### src/rtl/bgc_pkg.sv
// Shared constants, types and helpers for the bipartite graph checker.
package bgc_pkg;

    localparam int MAX_VERTICES = 64;
    localparam int VID_W = $clog2(MAX_VERTICES);
    localparam int CNT_W = $clog2(MAX_VERTICES + 1);
    localparam int REG_IDX_W = 1;

    typedef enum logic [REG_IDX_W-1:0] {
        REG_VERTEX_COUNT = 1'b0,
        REG_START_VERTEX = 1'b1
    } reg_idx_t;

    typedef struct packed {
        logic edge_wr;
        logic walk_init;
        logic pick;
        logic expand;
        logic finish;
        logic clear_wr;
    } bgc_cmd_t;

    typedef struct packed {
        logic pending_any;
        logic walk_ok;
        logic clear_last;
        logic out_free;
    } bgc_status_t;

    // Index of the lowest set bit, halving the search window each step.
    function automatic logic [VID_W-1:0] first_set(input logic [MAX_VERTICES-1:0] bits);
        logic [MAX_VERTICES-1:0] x;
        logic [MAX_VERTICES-1:0] lo;
        logic [VID_W-1:0]        idx;
        int                      half;
        int                      lvl;
        x   = bits;
        idx = '0;
        for (lvl = VID_W - 1; lvl >= 0; lvl--)
        begin
            half = 1 << lvl;
            lo   = x & ((MAX_VERTICES'(1) << half) - MAX_VERTICES'(1));
            if (lo == '0)
            begin
                x        = x >> half;
                idx[lvl] = 1'b1;
            end
            else
            begin
                x = lo;
            end
        end
        return idx;
    endfunction

endpackage

### src/rtl/bgc_ctrl.sv
// Controller state machine: edge loading, coloring walk, result hand-off, matrix clear.
module bgc_ctrl (
    input  logic                 clk,
    input  logic                 rst_n,
    input  logic                 in_valid,
    input  logic                 last_edge,
    input  bgc_pkg::bgc_status_t status,
    output logic                 in_ready,
    output bgc_pkg::bgc_cmd_t    cmd
);

    typedef enum logic [2:0] {
        S_CLEAR,
        S_LOAD,
        S_PICK,
        S_EXPAND,
        S_FINISH
    } state_t;

    state_t state_reg;
    logic   in_ready_reg;
    logic   in_fire;

    assign in_fire  = in_valid && in_ready_reg;
    assign in_ready = in_ready_reg;

    always_comb
    begin
        cmd = '0;
        case (state_reg)
            S_CLEAR:  cmd.clear_wr = 1'b1;
            S_LOAD:
            begin
                cmd.edge_wr   = in_fire;
                cmd.walk_init = in_fire && last_edge;
            end
            S_PICK:   cmd.pick = status.pending_any && status.walk_ok;
            S_EXPAND: cmd.expand = 1'b1;
            S_FINISH: cmd.finish = status.out_free;
            default:  cmd = '0;
        endcase
    end

    always_ff @(posedge clk or negedge rst_n)
    begin
        if (!rst_n)
        begin
            state_reg    <= S_CLEAR;
            in_ready_reg <= 1'b0;
        end
        else
        begin
            case (state_reg)
                S_CLEAR:
                begin
                    if (status.clear_last)
                    begin
                        state_reg    <= S_LOAD;
                        in_ready_reg <= 1'b1;
                    end
                end
                S_LOAD:
                begin
                    if (in_fire && last_edge)
                    begin
                        state_reg    <= S_PICK;
                        in_ready_reg <= 1'b0;
                    end
                end
                S_PICK:
                begin
                    if (status.pending_any && status.walk_ok)
                    begin
                        state_reg <= S_EXPAND;
                    end
                    else
                    begin
                        state_reg <= S_FINISH;
                    end
                end
                S_EXPAND: state_reg <= S_PICK;
                S_FINISH:
                begin
                    if (status.out_free)
                    begin
                        state_reg <= S_CLEAR;
                    end
                end
                default:
                begin
                    state_reg    <= S_CLEAR;
                    in_ready_reg <= 1'b0;
                end
            endcase
        end
    end

    a_ready_only_loading: assert property (@(posedge clk) disable iff (!rst_n)
        in_ready_reg |-> state_reg == S_LOAD)
        else $error("input ready outside load state");

    a_last_starts_walk: assert property (@(posedge clk) disable iff (!rst_n)
        (in_fire && last_edge) |=> (state_reg == S_PICK && !in_ready_reg))
        else $error("last edge did not start the walk");

endmodule

### config.mk
export PLATFORM = sky130hd
export DESIGN_NAME = bgc_ctrl
export DESIGN_NICKNAME = d
export VERILOG_FILES = /design/src/rtl/bgc_pkg.sv /design/src/rtl/bgc_ctrl.sv
export SDC_FILE = /design/constraint.sdc
export NUM_CORES = 1
export LEC_CHECK = 0
export BUFFER_PORTS_ARGS = -buffer_cell sky130_fd_sc_hd__buf_2
export CELL_PAD_IN_SITES_DETAIL_PLACEMENT = 0
export CELL_PAD_IN_SITES_GLOBAL_PLACEMENT = 1
export CORE_AREA = 3 3 40 42
export CTS_BUF_LIST = sky130_fd_sc_hd__clkbuf_4
export CTS_CLUSTER_SIZE = 12
export DETAILED_ROUTE_END_ITERATION = 7
export DIE_AREA = 0 0 43 45
export PLACE_DENSITY = 0.53
export SYNTH_ARGS = -nofsm -noshare
export SYNTH_HDL_FRONTEND = slang
export SYNTH_SLANG_ARGS = --single-unit
### constraint.sdc
create_clock -name clk -period 2 [get_ports clk]
set_clock_uncertainty 0.15 [all_clocks]
set_input_delay 0.4 -clock clk [delete_from_list [all_inputs] [get_ports clk]]
set_output_delay 0.4 -clock clk [all_outputs]
set_load 0.02 [all_outputs]
# Word level (Yosys, flattened, before mapping)

Cells that the tools add are included.
W data, S select, Z words.

Bits in writable memories: 0
Input bits: 8
Word-level logic and storage cells: 30
Memories kept: 0
Latch bits: 0
Register bits after elaboration: 4
Output and inout bits: 7
Memory bits (read-only): 0

Multiplexer cells: 13
$add $sub $neg: 0
Bitwise gates (word level): 1
Div/mod/pow operators: 0
Multipliers: 0
Shift-type cells: 0
Reductions and logical operators: 7
Order comparisons: 0
Equality and inequality tests: 7

Operators by type and width:

| cell                 | count |
|---|---|
| $pmux W3 S5          | 1 |
| $mux W3              | 4 |
| $eq A3 B2 Y1 const B | 2 |
| $mux W1              | 6 |
| $ne A2 B2 Y1 const B | 3 |
| $reduce_and A3 Y1    | 2 |
| $eq A3 B1 Y1 const B | 1 |
| $eq A3 B3 Y1 const B | 1 |
| $logic_and A1 B1 Y1  | 3 |
| $logic_not A3 Y1     | 1 |
| $pmux W1 S3          | 1 |
| $reduce_or A3 Y1     | 1 |
| $mux W2              | 1 |
| $not A1 Y1           | 1 |

# Depth between registers and ports, before layout

Depth after elaboration: 4
Mapped depth: 4

# Worst setup path before layout

OpenSTA, ideal clock, no wires.

Path kind: reg-to-output
Start point: reg state_reg[2]
End point: out cmd[4] (netlist name)
Required time: 1.450 ns
Data arrival time: 1.457 ns
Stages on the path, launching flop included: 4
Path slack: -0.007 ns
Cells stage by stage: dfrtp_1 -> or3b_4 -> nor2_1 -> and2_1

RTL lines:

| element                  | RTL line       | RTL |
|---|---|---|
| start: declaration       | bgc_ctrl.sv:20 | `state_t state_reg;` |
| start signal: assignment | bgc_ctrl.sv:48 | `state_reg <= S_CLEAR;` |
| start signal: assignment | bgc_ctrl.sv:58 | `state_reg <= S_LOAD;` |
| start signal: assignment | bgc_ctrl.sv:66 | `state_reg <= S_PICK;` |
| end: declaration         | bgc_ctrl.sv:9  | `output bgc_pkg::bgc_cmd_t cmd` |

==> flow_summary_export.csv <==
group,metric,value,unit
floorplanning,start_util,21.0,%
clocking,cts_tree,"yes",
worst_setup_path,arrival,1.40,ns
worst_setup_path,crit_type,"flip-flop to output pin",
routing,dr.pass1.iters,2,
power_and_ir_drop,p_int,378,uW
power_and_ir_drop,pwr-share-seq,23.7,%
synthesis,yosysSeqAreaShare,37.0,%
clocking,numCtsBuffers,3,
power_and_ir_drop,power_frac_comb,60.7,%
finish,utilization,33.0,%
placement,post-dp-hpwl,535,um
grt,grt_max_degree,9,
worst_setup_path,path_buf_inv,1,
finish,stdcell_count,65,
placement,placed_area,365,sq um
power_and_ir_drop,p_per_area,1550,mW/mm^2
timing,timing.final.crit_period,1.95,ns
timing,max_freq,0.513,GHz
grt,grt-ovfl-total,0,
worst_setup_path,endpoint_kind,"output pin",
synthesis,yosysUniqueCellTypes,20,
synthesis,synth_xor_xnor_area_share,0,%
synthesis,yosys_register_bits,4,
worst_setup_path,required,1.45,ns
worst_hold_path,hold_class,"input port to async pin",
placement,placed_cells,59,
finish,nets,60,
finish,largest_reg_flops,3,
routing,ant_nets,0,
timing,slew_headroom,85.4,%
clocking,ctsLongestPathBuffers,2,
synthesis,netlist_area,270,sq um
grt,grt_util_all_layers,9.10,%
finish,layout-drive-gt1-share,54.0,%
finish,area_growth,56.9,%
placement,portBuffers,14,
worst_setup_path,path_cells,"or3b_4, nor2_4, and2_1, buf_4",
worst_setup_path,critPathTopFamily,"simple AND/OR/NAND/NOR gates",
routing,wl_per_cell,10.8,um
power_and_ir_drop,power_switching,280,uW
clocking,clkLatencyLatePin,0.24,ns
floorplanning,core,0.00128,sq mm
routing,drc,0,
grt,grt_pass1_wl,1.24,mm
timing,finalWorstSetupSlack,0.0523,ns
placement,routabilityCongestion,0.773,
synthesis,synthAdderAreaFrac,0,%
synthesis,syn_area_per_cell,9.32,sq um
synthesis,synth_top_family_by_area,"simple AND/OR/NAND/NOR gates",
routing,vias_per_cell,4.51,
finish,fill_cells,151,
timing,slew_violations,0,
power_and_ir_drop,power_leakage,0.211,nW
timing,rsz0062_at_grt,"yes",
routing,vias,293,
synthesis,synth.area.mux_share,0,%
timing,worstMarginPinSlew,0.218,ns
floorplanning,dieArea,0.00194,sq mm
power_and_ir_drop,vdd_drop_max,0.000524,V
synthesis,synth_compound_area_share,21.8,%
worst_setup_path,cp_max_fo,2,
job,max_cap_violations,0,
placement,place_ws,0.207,ns
routing,drtIter0Drc,1,
timing,setup_viol,0,
grt,grt_pass1_vias,306,
clocking,htree_levels,1,
finish,diodes,0,
floorplanning,die_y,45,um
synthesis,yosys.area_share.simple,37.0,%
floorplanning,rows,13,
synthesis,synth_nets,37,
worst_setup_path,cp-start-kind,"flip-flop",
floorplanning,pin_count,15,
timing,final-hold-violation-count,0,
power_and_ir_drop,clock_power_share,15.6,%
clocking,path_clk_slew,0.04,ns
power_and_ir_drop,power_switching_share,42.5,%
finish,stdcell_area,424,sq um
power_and_ir_drop,finalPower,659,uW
grt,antenna_found_initial,0,
worst_setup_path,max_stage_delay,0.41,ns
clocking,clock-sinks,4,
synthesis,yosysWarnings,0,
worst_setup_path,slowest_stage,"or3b_4",
routing,drt_wl_total,705,um
timing,fin_crit_sh,97.4,%
outcome,outcome,"finished clean",
clocking,root_buffer,"clkbuf_4",
synthesis,synthCells,29,
floorplanning,die_x,43,um
==> path summary, 6_finish.rpt <==
path | startpoint | cells after the start | slack [ns] | endpoint
worst max-delay path | state_reg[1]$_DFFE_PN0P_ | 4 | 0.05 | cmd[4]
worst min-delay path | rst_n | 2 | 0.35 | state_reg[2]$_DFFE_PN0P_
min in group clk | status[0] | 4 | 0.35 | state_reg[2]$_DFFE_PN0P_
max in group asynchronous | rst_n | 2 | 1.22 | state_reg[1]$_DFFE_PN0P_
worst max register to register | state_reg[1]$_DFFE_PN0P_ | 5 | 0.57 | state_reg[0]$_DFFE_PN0P_
worst min register to register | state_reg[0]$_DFFE_PN0P_ | 2 | 0.43 | state_reg[2]$_DFFE_PN0P_
==> metal layers <==
layer | track usage (%) | vias to the layer above | share of wire, %
met5 | 0 | - | 0
met4 | 10.8 | 0 | 3.5
met3 | 1.59 | 4 | 8.1
met2 | 14.1 | 13 | 49
met1 | 9.71 | 130 | 39
li1 | - | 146 | -
==> synthesized netlist by cell type <==
cell type | instances | area [sq um]
dfrtp_1 | 4 | 100
nor2_1 | 4 | 15.0
nor3_1 | 3 | 15.0
nand2_1 | 2 | 7.51
a211o_1 | 1 | 8.76
a211oi_1 | 1 | 7.51
a22oi_1 | 1 | 7.51
a31oi_1 | 1 | 6.26
a31oi_4 | 1 | 21.3
and2_1 | 1 | 6.26
and2_2 | 1 | 7.51
and3_1 | 1 | 6.26
buf_6 | 1 | 11.3
nand2b_1 | 1 | 6.26
nand3_1 | 1 | 5.00
nor2b_1 | 1 | 6.26
nor3b_1 | 1 | 7.51
o21a_1 | 1 | 7.51
or2_1 | 1 | 6.26
or3b_4 | 1 | 11.3
==> cell families after synthesis <==
kind of cell,after synthesis
flip-flops,4
buffers and inverters,1
AO/OA/AOI/OAI,6
AND/OR/NAND/NOR,18
==> per-stage QoR <==
stage	setup TNS, ns	hold slack, ns
2_1_floorplan	0	-0.0456
3_3_place_gp	0	0.0575
3_5_place_dp	0	0.0578
4_1_cts	0	0.351
5_1_grt	-0.0268	0.351
6_report	0	0.348
==> power groups by stage <==
stage                     combinational, mW  sequential [mW]  clock (mW)
after global placement                0.348            0.170           0
after detailed placement              0.352            0.166           0
after CTS                             0.393            0.155       0.107
final                                 0.400            0.156       0.103
after global routing                  0.439            0.162       0.117
after floorplan                       0.241            0.179           0
==> cells in the final DEF, fill, tap and decap left out, drive strengths merged <==
master / instances
a211o: 1
a211oi: 1
a22oi: 1
a31oi: 2
and2: 2
and3: 1
buf: 18
clkbuf: 3
dfrtp: 4
dlygate4sd3: 1
nand2: 2
nand2b: 1
nand3: 1
nor2: 4
nor2b: 1
nor3: 3
nor3b: 1
o21a: 1
or2: 1
or3b: 1
==> area by class of cell <==
| type | instances | area (sq um) | area share [%] |
|---|---|---|---|
| clock buffers | 3 | 22.5 | 5.31 |
| repair buffers | 19 | 113 | 26.5 |
| flip-flops and latches | 4 | 101 | 23.9 |
| well taps | 15 | 18.8 | 4.42 |
| multi-input cells | 24 | 169 | 39.8 |
==> repair_timing <==
item | CTS | global route
endpoints found under the hold margin | 4 | 0
resized for setup | 1 | 3
buffers inserted | 2 | 0
pin swaps | 0 | 0
setup endpoints to repair | 1 | 2
hold buffers | 1 | 0
Power figures use the tool's default switching activity.
